$ cat src/gprsp_pkg.sv
package gprsp_pkg;

   // Event codes as they leave on the result channel
   typedef enum logic [1:0] {
      EV_MEMORY = 2'd0,
      EV_ACK    = 2'd1,
      EV_REPORT = 2'd2,
      EV_LOST   = 2'd3
   } event_type;

   // Work codes handed from the classifier to the result stage
   typedef enum logic [2:0] {
      OP_CAPTURE = 3'd0,
      OP_REPORT  = 3'd1,
      OP_MEMORY  = 3'd2,
      OP_ACK     = 3'd3,
      OP_LOST    = 3'd4
   } op_type;

   localparam int POS_WIDTH      = 4;
   localparam int BYTE_WIDTH     = 8;
   localparam int FREQ_WIDTH     = 24;
   localparam int RSP_DATA_WIDTH = 80;

   // Reply byte codes
   localparam logic [7:0] BYTE_MEM_LO = 8'h30;
   localparam logic [7:0] BYTE_MEM_HI = 8'h37;
   localparam logic [7:0] BYTE_ACK    = 8'hd3;
   localparam logic [7:0] BYTE_OPEN   = 8'hd2;

   // Packet byte positions
   localparam logic [3:0] POS_WAVE    = 4'd1;
   localparam logic [3:0] POS_FREQ_HI = 4'd2;
   localparam logic [3:0] POS_FREQ_MD = 4'd3;
   localparam logic [3:0] POS_FREQ_LO = 4'd4;
   localparam logic [3:0] POS_OFFSET  = 4'd5;
   localparam logic [3:0] POS_AMPL    = 4'd6;
   localparam logic [3:0] POS_FILTER  = 4'd7;
   localparam logic [3:0] POS_MEMORY  = 4'd8;

   // One classified byte
   typedef struct packed {
      op_type                 op;
      logic [POS_WIDTH-1:0]   pos;
      logic [BYTE_WIDTH-1:0]  data;
   } cmd_type;

endpackage

$ cat src/gprsp_front.sv
module gprsp_front #(
   parameter logic [3:0] LAST_POS = 4'd9
) (
   input  logic                clock,
   input  logic                reset,
   input  logic [7:0]          rx_byte,
   input  logic                accept,
   output logic                push,
   output gprsp_pkg::cmd_type  cmd
);
   import gprsp_pkg::*;

   typedef enum logic [1:0] {
      ST_IDLE   = 2'b01,
      ST_PACKET = 2'b10
   } front_state_type;

   front_state_type        state_ff, state_in;
   logic [POS_WIDTH-1:0]   pos_ff, pos_in;

   // Classify the byte and track the packet position
   always_comb begin
      state_in = state_ff;
      pos_in   = pos_ff;
      push     = 1'b0;
      cmd.op   = OP_LOST;
      cmd.pos  = '0;
      cmd.data = rx_byte;
      unique case (state_ff)
         ST_IDLE: begin
            if (rx_byte >= BYTE_MEM_LO && rx_byte <= BYTE_MEM_HI) begin
               cmd.op = OP_MEMORY;
               push   = accept;
            end else if (rx_byte == BYTE_ACK) begin
               cmd.op = OP_ACK;
               push   = accept;
            end else if (rx_byte == BYTE_OPEN) begin
               // opening byte only starts the count
               if (accept) begin
                  state_in = ST_PACKET;
                  pos_in   = POS_WAVE;
               end
            end else begin
               cmd.op = OP_LOST;
               push   = accept;
            end
         end
         ST_PACKET: begin
            push    = accept;
            cmd.pos = pos_ff;
            if (pos_ff >= LAST_POS) begin
               cmd.op = OP_REPORT;
               if (accept) begin
                  state_in = ST_IDLE;
                  pos_in   = '0;
               end
            end else begin
               cmd.op = OP_CAPTURE;
               if (accept) begin
                  pos_in = pos_ff + POS_WIDTH'(1);
               end
            end
         end
         default: begin
            state_in = ST_IDLE;
            pos_in   = '0;
         end
      endcase
   end

   always_ff @(posedge clock) begin
      if (reset) begin
         state_ff <= ST_IDLE;
         pos_ff   <= '0;
      end else begin
         state_ff <= state_in;
         pos_ff   <= pos_in;
      end
   end

endmodule

$ cat src/gprsp_queue.sv
module gprsp_queue (
   input  logic                clock,
   input  logic                reset,
   input  logic                push,
   input  gprsp_pkg::cmd_type  push_cmd,
   output logic                full,
   input  logic                pop,
   output logic                head_valid,
   output gprsp_pkg::cmd_type  head_cmd
);
   import gprsp_pkg::*;

   // Two-entry queue between classifier and result stage
   cmd_type     slot_ff [2];
   logic        wr_ptr_ff, wr_ptr_in;
   logic        rd_ptr_ff, rd_ptr_in;
   logic [1:0]  count_ff, count_in;

   assign full       = (count_ff == 2'd2);
   assign head_valid = (count_ff != 2'd0);
   assign head_cmd   = slot_ff[rd_ptr_ff];

   always_comb begin
      wr_ptr_in = push ? ~wr_ptr_ff : wr_ptr_ff;
      rd_ptr_in = pop  ? ~rd_ptr_ff : rd_ptr_ff;
      count_in  = count_ff + {1'b0, push} - {1'b0, pop};
   end

   always_ff @(posedge clock) begin
      if (reset) begin
         wr_ptr_ff <= 1'b0;
         rd_ptr_ff <= 1'b0;
         count_ff  <= 2'd0;
      end else begin
         wr_ptr_ff <= wr_ptr_in;
         rd_ptr_ff <= rd_ptr_in;
         count_ff  <= count_in;
      end
   end

   always_ff @(posedge clock) begin
      if (push) begin
         slot_ff[wr_ptr_ff] <= push_cmd;
      end
   end

endmodule

$ cat src/gprsp_back.sv
module gprsp_back (
   input  logic                clock,
   input  logic                reset,
   input  logic                cmd_valid,
   input  gprsp_pkg::cmd_type  cmd,
   output logic                cmd_pop,
   output logic                rsp_tvalid,
   input  logic                rsp_tready,
   output logic [79:0]         rsp_tdata,
   output logic [1:0]          rsp_tuser
);
   import gprsp_pkg::*;

   logic [7:0]             wave_ff, wave_in;
   logic [FREQ_WIDTH-1:0]  freq_ff, freq_in;
   logic [7:0]             offset_ff, offset_in;
   logic [7:0]             ampl_ff, ampl_in;
   logic [7:0]             filter_ff, filter_in;
   logic [7:0]             memory_ff, memory_in;

   logic                       rsp_valid_ff, rsp_valid_in;
   logic [RSP_DATA_WIDTH-1:0]  rsp_data_ff, rsp_data_in;
   event_type                  rsp_kind_ff, rsp_kind_in;

   logic  emits;
   logic  out_free;

   assign emits    = (cmd.op != OP_CAPTURE);
   assign out_free = !rsp_valid_ff || rsp_tready;
   assign cmd_pop  = cmd_valid && (!emits || out_free);

   // Capture packet bytes by position
   always_comb begin
      wave_in   = wave_ff;
      freq_in   = freq_ff;
      offset_in = offset_ff;
      ampl_in   = ampl_ff;
      filter_in = filter_ff;
      memory_in = memory_ff;
      if (cmd.op == OP_CAPTURE || cmd.op == OP_REPORT) begin
         unique case (cmd.pos)
            POS_WAVE:    wave_in         = cmd.data;
            POS_FREQ_HI: freq_in[23:16]  = cmd.data;
            POS_FREQ_MD: freq_in[15:8]   = cmd.data;
            POS_FREQ_LO: freq_in[7:0]    = cmd.data;
            POS_OFFSET:  offset_in       = cmd.data;
            POS_AMPL:    ampl_in         = cmd.data;
            POS_FILTER:  filter_in       = cmd.data;
            POS_MEMORY:  memory_in       = cmd.data;
            default: ;
         endcase
      end
   end

   // Build the result; unused fields stay zero
   always_comb begin
      rsp_data_in = '0;
      rsp_kind_in = EV_LOST;
      unique case (cmd.op)
         OP_MEMORY: begin
            rsp_kind_in      = EV_MEMORY;
            rsp_data_in[0]   = 1'b1;
            rsp_data_in[3:1] = cmd.data[2:0];
         end
         OP_ACK: begin
            rsp_kind_in = EV_ACK;
         end
         OP_REPORT: begin
            rsp_kind_in        = EV_REPORT;
            rsp_data_in[11:4]  = wave_in;
            rsp_data_in[35:12] = freq_in;
            rsp_data_in[43:36] = offset_in;
            rsp_data_in[51:44] = ampl_in;
            rsp_data_in[59:52] = filter_in;
            rsp_data_in[67:60] = memory_in;
         end
         OP_LOST: begin
            rsp_kind_in        = EV_LOST;
            rsp_data_in[75:68] = cmd.data;
         end
         default: ;
      endcase
   end

   always_comb begin
      rsp_valid_in = rsp_valid_ff;
      if (out_free) begin
         rsp_valid_in = cmd_valid && emits;
      end
   end

   // Output register
   always_ff @(posedge clock) begin
      if (reset) begin
         rsp_valid_ff <= 1'b0;
      end else begin
         rsp_valid_ff <= rsp_valid_in;
      end
   end

   always_ff @(posedge clock) begin
      if (cmd_pop) begin
         wave_ff   <= wave_in;
         freq_ff   <= freq_in;
         offset_ff <= offset_in;
         ampl_ff   <= ampl_in;
         filter_ff <= filter_in;
         memory_ff <= memory_in;
      end
      if (cmd_pop && emits) begin
         rsp_data_ff <= rsp_data_in;
         rsp_kind_ff <= rsp_kind_in;
      end
   end

   assign rsp_tvalid = rsp_valid_ff;
   assign rsp_tdata  = rsp_data_ff;
   assign rsp_tuser  = rsp_kind_ff;

endmodule

$ cat src/generator_reply_stream_parser_unit.sv
// Reply stream parser for a serial signal generator.
// req_ channel: one reply byte per transaction in req_tdata[7:0].
// rsp_ channel: one event per transaction. rsp_tuser carries the event kind
//   (memory loaded, acknowledge, state report, lost byte); rsp_tdata carries
//   query flag, memory slot, the captured state packet fields and the lost byte.
// A 0xd2 byte opens a state packet of PACKET_LENGTH bytes, clamped to 9..15;
//   the packet emits a single state report on its last byte and nothing before.
// An event passes from the combinational classifier into the two-entry queue
//   as its byte is accepted; the result stage then loads the output register
//   from the queue head once that register is free to take it.
// Throughput: one byte per cycle while the output is not held, set by the
//   classifier, queue and output register each moving one transaction per cycle.
// When rsp_tready is low the output register holds its event, the queue fills
//   and req_tready drops once both queue entries are taken; bytes that cause
//   no event keep draining while the output waits.
// Reset (synchronous, active high) returns the parser to idle outside a
//   packet and empties the queue and the output register.
module generator_reply_stream_parser_unit #(
   parameter int PACKET_LENGTH = 10
) (
   input  logic         clock,
   input  logic         reset,
   input  logic         req_tvalid,
   output logic         req_tready,
   input  logic [7:0]   req_tdata,    // [7:0] rx_byte
   output logic         rsp_tvalid,
   input  logic         rsp_tready,
   output logic [79:0]  rsp_tdata,    // [0] query_state, [3:1] memory_slot,
                                      // [11:4] wave_code, [35:12] frequency_word,
                                      // [43:36] offset_code, [51:44] amplitude_code,
                                      // [59:52] filter_code, [67:60] memory_code,
                                      // [75:68] lost_value, [79:76] zero
   output logic [1:0]   rsp_tuser     // [1:0] event_kind
);
   import gprsp_pkg::*;

   // Position of the last packet byte, kept within 8..14
   localparam int LAST_INT = (PACKET_LENGTH < 9) ? 8 :
                             ((PACKET_LENGTH - 1 > 14) ? 14 : PACKET_LENGTH - 1);
   localparam logic [POS_WIDTH-1:0] LAST_POS = POS_WIDTH'(LAST_INT);

   logic     accept;
   logic     push;
   logic     full;
   logic     head_valid;
   logic     pop;
   cmd_type  push_cmd;
   cmd_type  head_cmd;

   assign req_tready = !full;
   assign accept     = req_tvalid && req_tready;

   gprsp_front #(
      .LAST_POS (LAST_POS)
   ) u_front (
      .clock   (clock),
      .reset   (reset),
      .rx_byte (req_tdata),
      .accept  (accept),
      .push    (push),
      .cmd     (push_cmd)
   );

   gprsp_queue u_queue (
      .clock      (clock),
      .reset      (reset),
      .push       (push),
      .push_cmd   (push_cmd),
      .full       (full),
      .pop        (pop),
      .head_valid (head_valid),
      .head_cmd   (head_cmd)
   );

   gprsp_back u_back (
      .clock      (clock),
      .reset      (reset),
      .cmd_valid  (head_valid),
      .cmd        (head_cmd),
      .cmd_pop    (pop),
      .rsp_tvalid (rsp_tvalid),
      .rsp_tready (rsp_tready),
      .rsp_tdata  (rsp_tdata),
      .rsp_tuser  (rsp_tuser)
   );

endmodule

$ cat config.mk
export PLATFORM = sky130hd
export DESIGN_NAME = generator_reply_stream_parser_unit
export DESIGN_NICKNAME = d
export VERILOG_FILES = /design/src/gprsp_pkg.sv /design/src/gprsp_front.sv /design/src/gprsp_queue.sv /design/src/gprsp_back.sv /design/src/generator_reply_stream_parser_unit.sv
export SDC_FILE = /design/constraint.sdc
export NUM_CORES = 1
export LEC_CHECK = 0
export ABC_AREA = 1
export BUFFER_PORTS_ARGS = -buffer_cell sky130_fd_sc_hd__buf_2
export CAP_MARGIN = 10
export CORE_ASPECT_RATIO = 1.5
export CORE_UTILIZATION = 55
export DETAILED_ROUTE_END_ITERATION = 10
export GPL_TIMING_DRIVEN = 0
export PLACE_DENSITY = 0.76
export SYNTH_ARGS = -nofsm -noshare
export SYNTH_HDL_FRONTEND = slang
export SYNTH_SLANG_ARGS = --single-unit
export TNS_END_PERCENT = 30
$ cat constraint.sdc
create_clock -name clock -period 16.1 [get_ports clock]
set_input_delay 1.61 -clock clock [delete_from_list [all_inputs] [get_ports clock]]
set_output_delay 1.61 -clock clock [all_outputs]
set_load 0.005 [all_outputs]
After elaboration in Yosys (flattened, before gate mapping). Memory sizes are Yosys's and may differ from the RTL's. A register that Yosys moved wholly into a read port is not among the register bits. Cells that the tools add are included.

Muxes and demuxes: 44. Equal/unequal tests: 23. Bitwise logic cells: 2. $add $sub $neg: 3. Reduce and logical (&&, ||, !) cells: 16. Magnitude comparators: 3.

Operators with widths (number): 8-bit two-way mux (13); 4-bit two-way mux (8); 24-bit two-way mux (1); 4-bit by 3-bit equality test with 1-bit output (second input constant) (4); 8-bit equality test (second input constant) (2); 2-bit two-way mux (6); 1-bit two-way mux (9); 4-bit by 2-bit equality test with 1-bit output (second input constant) (2); 8-bit by 6-bit greater-or-equal comparator with 1-bit output (second input constant) (1); 8-bit by 6-bit less-or-equal comparator with 1-bit output (second input constant) (1); 2-bit by 1-bit != test with 1-bit output (second input constant) (4); 4-bit one-hot mux with 2 select lines (1); 3-bit by 2-bit equality test with 1-bit output (second input constant) (2); 3-bit two-way mux (2); 2-bit one-hot mux with 3 select lines (1); 3-bit one-hot mux with 2 select lines (1); 6-bit AND reduction (1); 1-bit logical AND (5); 5-bit AND reduction (1); 4-bit by 1-bit adder with 4-bit output (second input constant) (1); 2-bit equality test (second input constant) (2); 4-bit by 1-bit equality test with 1-bit output (second input constant) (1); 4-bit equality test (second input constant) (1); 4-bit greater-or-equal comparator (second input constant) (1); other kinds (14) (20).

Memories kept: 1. Output and inout bits: 84. RAM bits: 30. Bits of input ports: 12. Logic and storage cells: 109. Register bits: 153.

Memory list: u_queue.slot_ff (depth 2, bits a word 15, read ports 1, clocked after memory_dff 1, write ports 1, line gprsp_queue.sv:14) `cmd_type slot_ff [2];`.

Longest topological paths before layout. Gate-level depths: netlist of the first run.

Depth after elaboration: 9. Depth in mapped cells: 12. Depth with buffers taken out: 12.

Modules after synthesis. From an unflattened synthesis of the first run, not the netlist that was laid out.

Cell total of the unflattened synthesis: 802. Area, all modules: 8241.7 um^2.

Modules (own cells, without submodules): gprsp_back (times used 1, sequential area each 4284.1 um^2, cells each 614, area an instance 6223.5 um^2); gprsp_queue (times used 1, sequential area each 1001.0 um^2, cells each 78, area an instance 1362.6 um^2); gprsp_front (times used 1, sequential area each 120.1 um^2, cells each 107, area an instance 641.9 um^2); generator_reply_stream_parser_unit (times used 1, sequential area each 0.0 um^2, cells each 3, area an instance 13.8 um^2).

Worst setup path after synthesis of the first run. OpenSTA, ideal clock, no wires.

Kind: input-to-reg. From: input rsp_tready. To: register u_queue.count_ff[1]. Path buffers: 0. Slack: 10.041 ns. Library setup time: 0.070 ns. Cell stages on the path: 8. Arrival: 5.989 ns. Cell sequence: nor2_1 > a21oi_1 > ha_1 > inv_1 > ha_1 > xnor2_1 > o21ai_0 > a21oi_1.

Cells in the longest elaborated chain, start to end: 4.

RTL lines: from (decl) (line generator_reply_stream_parser_unit.sv:27) `input logic rsp_tready,`; 1-bit logical OR (line gprsp_back.sv:29) `assign out_free = !rsp_valid_ff || rsp_tready;`; 1-bit logical OR (line gprsp_back.sv:30) `assign cmd_pop = cmd_valid && (!emits || out_free);`; 1-bit logical AND (line gprsp_back.sv:30); net pop (line generator_reply_stream_parser_unit.sv:46) `logic pop;`; 2-bit by 1-bit subtractor with 2-bit output (line gprsp_queue.sv:26) `count_in = count_ff + {1'b0, push} - {1'b0, pop};`; to (signal assigned) (line gprsp_queue.sv:37) `count_ff <= count_in;`; to (decl) (line gprsp_queue.sv:17) `logic [1:0] count_ff, count_in;`.

The timed path passes the listed nets, and every way through them passes these cells. A chain may end at the register's enable or synchronous reset.

Final worst setup path of the first run. Same ends and word-level chain as after synthesis.

==> results of run 1 <==
## report_power, final
| group | switching [mW] | internal (mW) | total (mW) |
|---|---|---|---|
| Combinational | 0.524 | 0.244 | 0.768 |
| Clock | 0.176 | 0.229 | 0.405 |
| Sequential | 0.0582 | 0.837 | 0.895 |
| Total | 0.758 | 1.31 | 2.07 |
## final timing paths
| path | start | end | slack [ns] | depth (start not counted) |
|---|---|---|---|---|
| hold / removal | u_front.state_ff[0] | u_front.state_ff[0] | 0.49 | 2 |
| setup / recovery | rsp_tready | u_queue.count_ff[1] | 13.06 | 9 |
| setup reg to reg | flop | u_queue.count_ff[1] | 13.36 | 12 |
| hold reg to reg | u_front.state_ff[0] | u_front.state_ff[0] | 0.49 | 2 |
## final cells by class
class / instances / share of cell area
sequential: 184 / 0.5626
multi-input combinational: 425 / 0.2098
inverter: 172 / 0.06746
timing repair buffer: 99 / 0.06003
clock buffer: 17 / 0.04428
tap: 196 / 0.02552
clock inverter: 15 / 0.01563
buffer: 19 / 0.01472
## critical path: cells and delay by family
family	cells	cell delay (ns)
compound gates	3	0.53
simple gates	1	0.39
xor+xnor	1	0.18
fa+ha+maj	2	0.55
buf+inv	2	0.14
## cells by family (layout without fill, tap and decap cells)
family	after synthesis	after routing	synth area share
DFF	184	184	0.6608
buffers and inverters	191	322	0.09651
xor gates and xnor gates	2	2	0.002142
muxes	8	8	0.01117
adders and majority gates	7	7	0.01071
AOI/OAI and AO/OA	10	10	0.008107
and+or+nand+nor	394	394	0.2102
other	1	4	0.0004584
## layer usage
metal / track usage / up-vias / wire [µm]
met3: 0.04015 / 37 / 785
met4: 0.1094 / 0 / 494
met2: 0.3885 / 176 / 8250
met5: 0 / - / 0
li1: - / 2752 / -
met1: 0.2624 / 2565 / 6322
## flip-flops by register name (all words and copies together), names as in the netlist, named ones only
signal / cells
u_front.pos_ff: 4
u_queue.wr_ptr_ff: 1
u_front.state_ff: 2
u_back.wave_ff: 8
u_back.ampl_ff: 8
u_back.freq_ff: 24
u_queue.rd_ptr_ff: 1
u_queue.slot_ff: 30
u_queue.count_ff: 2
u_back.filter_ff: 8
u_back.offset_ff: 8
u_back.rsp_tdata: 76
u_back.memory_ff: 8
u_back.rsp_tvalid: 1
u_back.rsp_tuser: 2
## cell usage in the layout (no fill, tap or decap), types with 5 or more instances in the layout
cell type                   count
sky130_fd_sc_hd__inv_1        167
sky130_fd_sc_hd__edfxtp_1     172
sky130_fd_sc_hd__nand2_1      186
sky130_fd_sc_hd__dfxtp_1       12
sky130_fd_sc_hd__ha_1           7
sky130_fd_sc_hd__nand2_2        8
sky130_fd_sc_hd__nand3_1       76
sky130_fd_sc_hd__buf_4          8
sky130_fd_sc_hd__nor2_1       104
sky130_fd_sc_hd__nor2_4         7
sky130_fd_sc_hd__nand2_4        5
sky130_fd_sc_hd__buf_2         99
sky130_fd_sc_hd__buf_6          5
sky130_fd_sc_hd__clkbuf_16     17
sky130_fd_sc_hd__mux2i_1        5
==> metrics.txt, run 1 <==
status completed; first-pass detailed-route iteration total 4; Core Util, Final 0.6614; height of the die approximately 150 µm; pre-CTS setup slack between 10 and 15 ns; number of hold-repair buffers added at the cts stage 0; share of final-layout standard cells stronger than drive strength 1 0.1912; gp weighted congestion between 0.8 and 0.9; final count of negative-setup-slack endpoints 0; row count 54; area occupied by registers about 5400 µm²; Slew Limit Fails 0; CTS Buffer Depth 2; area taken by multi-input logic gates a little over 2000 µm²; max-cap check violation count 0; delay of the slowest critical-path stage roughly 0.39 ns; Remaining DRCs 0; setup repair after global routing missed its margin no; highest clock rate around 330 MHz; final layout net count between 900 and 1,000; TNS Setup 0 ns; clock network latency to the later pin of the worst-skew pair around 0.42 ns; count of buffers inserted at the top-level ports 91; main flop type after synthesis sky130_fd_sc_hd__edfxtp_1; ordered cell list for the critical path buf_2, nor2_1, a21oi_4, ha_1, inv_1, ha_1, xnor2_1, o21ai_0, a21oi_1; clock transition time at the flip-flop clock pins of the worst setup and hold paths ~0.07 ns; Synth area leaders sky130_fd_sc_hd__edfxtp_1 (63%), sky130_fd_sc_hd__nand2_1 (8.5%), sky130_fd_sc_hd__inv_1 (7.7%); sequential element share of the synthesized area 0.6608; clock tree from TritonCTS built; transition at the pin with the smallest max-transition slack around 1.2 ns; drt wl/cell approximately 14 µm; summed area of non-filler cells in the final layout just under 10,000 µm²; synthesized cell area roughly 8200 µm²; number of vias after detailed routing around 5,500; worst setup path category in -> reg; Die X a little over 100 µm; number of hold-slack violations in the final timing report 0; Placed Instance Area 9014 µm²; number of distinct standard cells referenced by the synthesized netlist 32; minimum setup slack in the final design about 13 ns; asr flop ratio synth 0; fraction of synthesized cell area taken by the top area cell type 0.6314; antenna violations before repair 0; Antenna Nets Post-Route 0; most frequent CP cell sky130_fd_sc_hd__ha_1; ant diodes 0; number of CTS-inserted buffers 17; largest net degree at the start of global routing 33; initial core utilization 0.5631; starting DRC count in detailed routing 352; class of the worst hold path reg -> reg; startpoint kind of the worst setup timing path input port; Crit-path slowest cell sky130_fd_sc_hd__nor2_1; required time of the critical path between 15 and 20 ns; placed cell count roughly 1,100; Leakage between 4 and 5 nW; Critical Path Fanout Max 21; crit path capture type flop; detailed-placement wirelength estimate 10.80 mm; Worst EP arrival ~3.4 ns; post_cts resized 0; largest vdd supply drop roughly 0.12 mV; clock skew after layout roughly 0.0071 ns; total congestion overflow 0; number of synthesized register bits approximately 180; count of flip-flops with a built-in enable after synthesis between 150 and 200; Final Critical Period ~3 ns; DIE AREA 15,370 µm²; first-pass GRT wire length 25.28 mm; CORE AREA 14,530 µm²; cell accounting for the most synthesized area sky130_fd_sc_hd__edfxtp_1; buffer count from post-CTS setup fixing 0; CTS Root Cell sky130_fd_sc_hd__clkbuf_16; global-route usage over all layers 0.2229; cell with the most instances after synthesis sky130_fd_sc_hd__nand2_1; number of ports placed on the die boundary between 90 and 100; final standard cell count with taps included and fillers excluded ~1,100; clock sinks between 150 and 200; final clock period utilization by the worst path 0.1885; Post-Route Hold Slack between 0.4 and 0.5 ns; Total Routed Length 15.85 mm; detail-routed via count per cell ~4.9; Gate Count Post-Synth 797; average cell area after synthesis between 10 and 15 µm²; count of synthesis-stage warnings from yosys 0; depth of the CTS H-tree 4; total chip power 2.068 mW; Filler Cells Inserted between 1,000 and 1,500; Commonest cells post-synth sky130_fd_sc_hd__nand2_1 (186), sky130_fd_sc_hd__edfxtp_1 (172), sky130_fd_sc_hd__inv_1 (167); number of global-route vias before repair ~5,300; total power divided by cell area about 220 nW/µm²; Slew HR 0.1899; synthesis-to-finish area growth 17.45%
Power figures use the tool's default switching activity.
==> run 2: changes to the inputs <==
ABC_AREA = 0   (was 1)
clock period = 2.96 ns   (was 16.1 ns; I/O delays follow)
==> run 2 against run 1 <==
  * Setup slack got worse by 13 ns
  * Sequential share of layout area increased by 0.59 points
  * Synthesized area decreased by 1.3%
  * Sequential cell count unchanged
  * Largest cell class unchanged
  * Critical path type is now reg -> reg
  * Via count decreased by 20%
  * Total power increased to 4.6 times the previous value
==> metrics.txt, run 2 <==
max reg flops 76 (unchanged); highest clock rate between 300 and 400 MHz; starting DRC count in detailed routing 277 (was 352); share of power burned in combinational logic 0.289 (was 0.371); depth of the CTS H-tree 4 (unchanged); final clock period utilization by the worst path 0.9183; final count of negative-setup-slack endpoints 0 (unchanged); ordered cell list for the critical path buf_6, buf_6, mux2i_4, o21ai_2, a21oi_4, ha_1, inv_1, ha_1, xor2_1, xnor2_1, nor2_1 (was buf_2, nor2_1, a21oi_4, ha_1, inv_1, ha_1, xnor2_1, o21ai_0, a21oi_1); crit path capture type flop (unchanged); number of distinct standard cells referenced by the synthesized netlist 49 (was 32); detailed-placement wirelength estimate 9.831 mm (was 10.80 mm); Crit-path slowest cell sky130_fd_sc_hd__a21oi_4 (was sky130_fd_sc_hd__nor2_1); detail-routed via count per cell 5.456 (was 4.907); class of the worst hold path in -> reg (was reg -> reg); Commonest cells post-synth sky130_fd_sc_hd__edfxtp_1 (172), sky130_fd_sc_hd__and2b_1 (64), sky130_fd_sc_hd__mux2_4 (64) (was sky130_fd_sc_hd__nand2_1 (186), sky130_fd_sc_hd__edfxtp_1 (172), sky130_fd_sc_hd__inv_1 (167)); first-pass detailed-route iteration total 6 (was 4); synthesized cell area 8071 µm² (was 8180 µm²); transition at the pin with the smallest max-transition slack 0.7080 ns (was 1.181 ns); synthesis-to-finish area growth 17.83% (was 17.45%); number of ports placed on the die boundary 96 (unchanged); delay of the slowest critical-path stage 0.55 ns (was 0.39 ns); Die X 100.9 µm (was 101.6 µm); family with the most delay on the worst path compound AO/OA/AOI/OAI gates (was adder cells); count of cell instances traversed by the critical path 11 (was 9); net switching fraction of the power 0.2846 (was 0.3665); clock skew after layout 0.009410 ns (was 0.007119 ns); Worst EP arrival 3.02 ns (was 3.39 ns); initial core utilization 0.5688 (was 0.5631); row count 53 (was 54); number of hold-slack violations in the final timing report 0 (unchanged); share of final-layout standard cells stronger than drive strength 1 0.3756 (was 0.1912); CTS Buffer Depth 2 (unchanged); cell with the most instances after synthesis sky130_fd_sc_hd__edfxtp_1 (was sky130_fd_sc_hd__nand2_1); Synth area leaders sky130_fd_sc_hd__edfxtp_1 (64%), sky130_fd_sc_hd__mux2_4 (12%), sky130_fd_sc_hd__and2b_1 (6.0%) (was sky130_fd_sc_hd__edfxtp_1 (63%), sky130_fd_sc_hd__nand2_1 (8.5%), sky130_fd_sc_hd__inv_1 (7.7%)); largest vdd supply drop 0.6930 mV (was 0.1162 mV); number of synthesized register bits 184 (unchanged); Remaining DRCs 0 (unchanged); CTS Root Cell sky130_fd_sc_hd__clkbuf_16 (unchanged); placed cell count 774 (was 1,093); total chip power 9.411 mW (was 2.068 mW); Slew Limit Fails 0 (unchanged); worst setup path category reg -> reg (was in -> reg); r2r worst-path depth 11 (was 12); share of power burned in registers 0.475 (was 0.433); required time of the critical path 3.26 ns (was 16.46 ns); setup repair after global routing missed its margin no (unchanged); max-cap check violation count 0 (unchanged); DIE AREA 15,170 µm² (was 15,370 µm²); number of hold-repair buffers added at the cts stage 0 (unchanged); ant diodes 0 (unchanged); gp weighted congestion 0.8173 (was 0.8549); number of cells on the worst hold path 1 (was 2); antenna violations before repair 0 (unchanged); Leakage 3.825 nW (was 4.593 nW); final layout net count 621 (was 937); average cell area after synthesis 16.68 µm² (was 10.26 µm²); first-pass GRT wire length 23.07 mm (was 25.28 mm); buffer count from post-CTS setup fixing 0 (unchanged); cell internal pwr 6.732 mW (was 1.310 mW); NetSw 2.679 mW (was 0.7581 mW); total congestion overflow 0 (unchanged); cell accounting for the most synthesized area sky130_fd_sc_hd__edfxtp_1 (unchanged); startpoint kind of the worst setup timing path flop (was input port); count of synthesis-stage warnings from yosys 0 (unchanged); pre-CTS setup slack 0.2187 ns (was 12.41 ns); number of CTS-inserted buffers 17 (unchanged); Gate Count Post-Synth 484 (was 797); Antenna Nets Post-Route 0 (unchanged); status completed (unchanged); post_cts resized 0 (unchanged); count of buffers inserted at the top-level ports 91 (unchanged); Final Critical Period approximately 2.7 ns; clock transition time at the flip-flop clock pins of the worst setup and hold paths 0.07 ns (about the same); height of the die 150.4 µm (was 151.4 µm); clock sinks 184 (unchanged); global-route usage over all layers 0.2068 (was 0.2229); CORE AREA 14,190 µm² (was 14,530 µm²); Total Routed Length 14.82 mm (was 15.85 mm); asr flop ratio synth 0 (unchanged); Core Util, Final 0.6702 (was 0.6614); clock network latency to the later pin of the worst-skew pair 0.42 ns (about the same); most common cell after layout, fill and taps aside sky130_fd_sc_hd__edfxtp_1 (was sky130_fd_sc_hd__nand2_1); count of flip-flops with a built-in enable after synthesis 172 (unchanged); total power divided by cell area 989.6 nW/µm² (was 215.3 nW/µm²); clock tree from TritonCTS built (unchanged); highest-count cells in the layout ignoring fill and taps sky130_fd_sc_hd__edfxtp_1 (172), sky130_fd_sc_hd__buf_2 (97), sky130_fd_sc_hd__mux2_4 (64), sky130_fd_sc_hd__and2b_1 (64), sky130_fd_sc_hd__nor2b_1 (18) (was sky130_fd_sc_hd__nand2_1 (186), sky130_fd_sc_hd__edfxtp_1 (172), sky130_fd_sc_hd__inv_1 (167)); Critical Path Fanout Max 15 (was 21); number of vias after detailed routing 4,403 (was 5,530); fraction of synthesized cell area taken by the top area cell type 0.6399 (was 0.6314); main flop type after synthesis sky130_fd_sc_hd__edfxtp_1 (unchanged); clock network fraction of total power 0.237 (was 0.196); largest net degree at the start of global routing 39 (was 33); number of global-route vias before repair 4,407 (was 5,302); drt wl/cell 18.36 µm (was 14.07 µm); critical path buffer and inverter count 3 (was 2); sequential element share of the synthesized area 0.6697 (was 0.6608); minimum setup slack in the final design 0.2418 ns (was 13.06 ns); Slew HR 0.5270 (was 0.1899); final standard cell count with taps included and fillers excluded 807 (was 1,127)
==> run 2: changes by cell type after synthesis, sizes merged, moves of 18 or more <==
| cell | change |
|---|---|
| nor2b | +18 |
| and2b | +64 |
| inv | -159 |
| mux2 | +76 |
| nand3 | -74 |
| nand2 | -194 |
| nor2 | -101 |
==> run 2: power groups by stage <==
stage / clock, mW / sequential (mW) / combinational, mW
2_1_floorplan: 0 / 4.55 / 1.56
3_3_place_gp: 0 / 4.52 / 2.43
3_5_place_dp: 0 / 4.51 / 2.70
4_1_cts: 2.25 / 4.47 / 2.74
5_1_grt: 2.35 / 4.55 / 2.94
6_report: 2.23 / 4.47 / 2.72
==> run 2: kinds of logic after synthesis <==
| family | Yosys count | share of synthesized area |
|---|---|---|
| adder cells (fa/ha/maj) | 7 | 0.01085 |
| XOR/XNOR | 4 | 0.004341 |
| flip-flops | 184 | 0.6697 |
| buffers and inverters | 35 | 0.02527 |
| other | 1 | 0.0004646 |
| AO/OA/AOI/OAI | 38 | 0.03503 |
| AND/OR/NAND/NOR | 137 | 0.1161 |
| multiplexers | 78 | 0.1383 |
==> run 2: path summary, 6_finish.rpt <==
kind	startpoint	endpoint	slack (ns)
max	flop	u_queue.count_ff[1]	0.24
min	req_tdata[2]	u_queue.slot_ff[1][2]	0.07
max reg2reg	flop	u_queue.count_ff[1]	0.24
min reg2reg	u_back.rsp_tvalid	u_back.rsp_tvalid	0.49
==> run 2: worst reg2reg max path, cell delays in order (launching register included) <==
cell	delay, ns
sky130_fd_sc_hd__dfxtp_2	0.37
sky130_fd_sc_hd__buf_6	0.14
sky130_fd_sc_hd__buf_6	0.16
sky130_fd_sc_hd__mux2i_4	0.31
sky130_fd_sc_hd__o21ai_2	0.14
sky130_fd_sc_hd__a21oi_4	0.56
sky130_fd_sc_hd__ha_1	0.35
sky130_fd_sc_hd__inv_1	0.05
sky130_fd_sc_hd__ha_1	0.15
sky130_fd_sc_hd__xor2_1	0.17
sky130_fd_sc_hd__xnor2_1	0.15
sky130_fd_sc_hd__nor2_1	0.06
==> run 2: routing by layer <==
layer	up-vias	global-route usage	share of wire
met5	-	0	0
met4	0	0.08913	0.025
met3	26	0.04503	0.043
met2	137	0.3510	0.52
met1	2196	0.2542	0.41
li1	2044	-	-
==> run 2: layout make-up <==
cell class | count | area (µm²)
clock inverter | 13 | 145.1
timing repair buffer | 96 | 558.0
tap | 192 | 240.2
clock buffer | 19 | 432.9
sequential | 184 | 5406
fill | 1001 | 4681
multi-input combinational | 268 | 2514
inverter | 11 | 41.29
buffer | 24 | 172.7
==> run 2: metrics by stage <==
stage / setup TNS, ns / area (µm²) / hold WS (ns)
6_report: 0 / 9510 / 0.07383
5_1_grt: 0 / 9510 / 0.05387
4_1_cts: 0 / 9503 / 0.05595
3_5_place_dp: 0 / 8925 / 0.4815
3_3_place_gp: -26.49 / 8830 / 0.4616
2_1_floorplan: -0.2961 / 8134 / 0.3949
==> run 3: changes to the inputs <==
CTS_BUF_LIST = sky130_fd_sc_hd__clkbuf_4   (was default)
==> run 3 against run 2 <==
  * Sequential cell count is the same
  * Total power shrank 9.1%
  * Global-route usage shrank 0.29 points
  * Register-to-register slack is essentially flat
  * Cell count grew 1.2%
  * First-iteration DRC count grew 4.0%
  * Via count shrank 0.41%
  * Count of clock-buffer cells in the layout is the same
  * Sequential share of layout area grew 1.2 points
  * Sequential power is essentially flat
  * Hold slack gained 0.061 ns
  * Fmax shrank 0.21%
  * Largest cell class unchanged
  * Largest power group unchanged
==> metrics.txt, run 3 (synthesis results as in run 2) <==
highest-count cells in the layout ignoring fill and taps sky130_fd_sc_hd__edfxtp_1 (172), sky130_fd_sc_hd__buf_2 (97), sky130_fd_sc_hd__mux2_4 (64), sky130_fd_sc_hd__and2b_1 (64), sky130_fd_sc_hd__clkbuf_4 (19) (was sky130_fd_sc_hd__edfxtp_1 (172), sky130_fd_sc_hd__buf_2 (97), sky130_fd_sc_hd__mux2_4 (64), sky130_fd_sc_hd__and2b_1 (64), sky130_fd_sc_hd__nor2b_1 (18)); status completed (unchanged); Worst EP arrival 3.16 ns (was 3.02 ns); number of vias after detailed routing 4,385 (was 4,403); summed area of non-filler cells in the final layout 9313 µm² (was 9510 µm²); Slew Limit Fails 0 (unchanged); global-route usage over all layers 0.2040 (was 0.2068); critical path buffer and inverter count 3 (unchanged); Final Critical Period 2.724 ns (was 2.718 ns); class of the worst hold path in -> reg (unchanged); detail-routed via count per cell 5.367 (was 5.456); crit path capture type flop (unchanged); highest clock rate 367.1 MHz (was 367.9 MHz); Crit-path slowest cell sky130_fd_sc_hd__a21oi_4 (unchanged); startpoint kind of the worst setup timing path flop (unchanged); Leakage 3.738 nW (was 3.825 nW); share of final-layout standard cells stronger than drive strength 1 0.3734 (was 0.3756); max-cap check violation count 0 (unchanged); number of ports placed on the die boundary 96 (unchanged); first-pass GRT wire length 22.76 mm (was 23.07 mm); Slew HR 0.5255 (was 0.5270); antenna violations before repair 1 (was 0); transition at the pin with the smallest max-transition slack 0.7118 ns (was 0.7080 ns); CORE AREA 14,190 µm² (unchanged); synthesis-to-finish area growth 15.38% (was 17.83%); CTS Root Cell sky130_fd_sc_hd__clkbuf_4 (was sky130_fd_sc_hd__clkbuf_16); ordered cell list for the critical path buf_6, buf_6, mux2i_4, o21ai_2, a21oi_4, ha_1, inv_1, ha_1, xor2_1, xnor2_1, nor2_1 (unchanged); final count of negative-setup-slack endpoints 0 (unchanged); Antenna Nets Post-Route 0 (unchanged); clock sinks 184 (unchanged); worst setup path category reg -> reg (unchanged); Die X 100.9 µm (unchanged); placed cell count 774 (unchanged); most common cell after layout, fill and taps aside sky130_fd_sc_hd__edfxtp_1 (unchanged); largest net degree at the start of global routing 39 (unchanged); total power divided by cell area 918.9 nW/µm² (was 989.6 nW/µm²); max reg flops 76 (unchanged); clock skew after layout 0.02480 ns (was 0.009410 ns); Critical Path Fanout Max 15 (unchanged); clock tree from TritonCTS built (unchanged); number of global-route vias before repair 4,408 (was 4,407); number of CTS-inserted buffers 17 (unchanged); first-pass detailed-route iteration total 9 (was 6); row count 53 (unchanged); final standard cell count with taps included and fillers excluded 817 (was 807); DIE AREA 15,170 µm² (unchanged); minimum setup slack in the final design 0.2361 ns (was 0.2418 ns); delay of the slowest critical-path stage 0.55 ns (about the same); family with the most delay on the worst path compound AO/OA/AOI/OAI gates (unchanged); clock transition time at the flip-flop clock pins of the worst setup and hold paths 0.15 ns (was 0.07 ns); post_cts resized 0 (unchanged); clock network latency to the later pin of the worst-skew pair 0.55 ns (was 0.42 ns); pre-CTS setup slack 0.2187 ns (unchanged); gp weighted congestion 0.8173 (unchanged); number of hold-slack violations in the final timing report 0 (unchanged); count of buffers inserted at the top-level ports 91 (unchanged); starting DRC count in detailed routing 288 (was 277); Core Util, Final 0.6562 (was 0.6702); final clock period utilization by the worst path 0.9202 (was 0.9183); height of the die 150.4 µm (unchanged); Remaining DRCs 0 (unchanged); CTS Buffer Depth 2 (unchanged); final layout net count 630 (was 621); setup repair after global routing missed its margin no (unchanged); Placed Instance Area 8925 µm² (unchanged); required time of the critical path 3.40 ns (was 3.26 ns); depth of the CTS H-tree 4 (unchanged); total congestion overflow 0 (unchanged); initial core utilization 0.5688 (unchanged); largest vdd supply drop 0.5463 mV (was 0.6930 mV); detailed-placement wirelength estimate 9.831 mm (unchanged); drt wl/cell 17.92 µm (was 18.36 µm); setup slack, reg-to-reg 0.24 ns (about the same); Post-Route Hold Slack 0.1349 ns (was 0.07383 ns); Total Routed Length 14.64 mm (was 14.82 mm)
## run 3: layout make-up
cell class                      count  area [µm²]
Multi-Input combinational cell    268        2514
Antenna cell                        1       2.502
Sequential cell                   184        5406
Buffer                             24       172.7
Fill cell                        1035        4878
Inverter                           11       41.29
Tap cell                          192       240.2
Clock buffer                       19       142.6
Timing Repair Buffer              105       648.1
Clock inverter                     13       145.1
## run 3: power breakdown
part,leakage [nW],internal (mW),switching [mW],total [mW]
registers,1.76,4.18,0.273,4.45
logic,1.82,1.29,1.42,2.71
clock network,0.157,0.533,0.861,1.39
## run 3: path summary, 6_finish.rpt
kind	cells past startpoint	to	startpoint
setup / recovery	11	u_queue.count_ff[1]	flop
hold / removal	3	u_queue.wr_ptr_ff	reset
setup reg to reg	11	u_queue.count_ff[1]	flop
hold reg to reg	2	u_back.rsp_tvalid	u_back.rsp_tvalid
## run 3: layer usage
metal	part of all wire	routed length [µm]	GRT usage
met1	0.42	6096	0.2449
met2	0.52	7639	0.3510
met3	0.036	522	0.04271
met4	0.026	380	0.09348
met5	0	0	0
## run 3: metrics by stage
stage	TNS (ns)	power, mW
5_1_grt	0	8.990
3_3_place_gp	-26.49	6.951
6_report	0	8.558
3_5_place_dp	0	7.216
2_1_floorplan	-0.2961	6.117
4_1_cts	0	8.614
## run 3: what timing repair did
item                                   in CTS  in global routing
hold buffers                                9                  0
setup buffers                               0                  0
endpoints found under the hold margin      17                  0
## run 3: worst reg2reg max path, delay by kind of cell (launching register included)
| family | cells | cell delay [ns] |
|---|---|---|
| flip-flops | 1 | 0.40 |
| XOR/XNOR | 2 | 0.32 |
| AO/OA/AOI/OAI | 2 | 0.69 |
| adder cells (fa/ha/maj) | 2 | 0.50 |
| multiplexers | 1 | 0.31 |
| AND/OR/NAND/NOR | 1 | 0.06 |
| buffers and inverters | 3 | 0.35 |
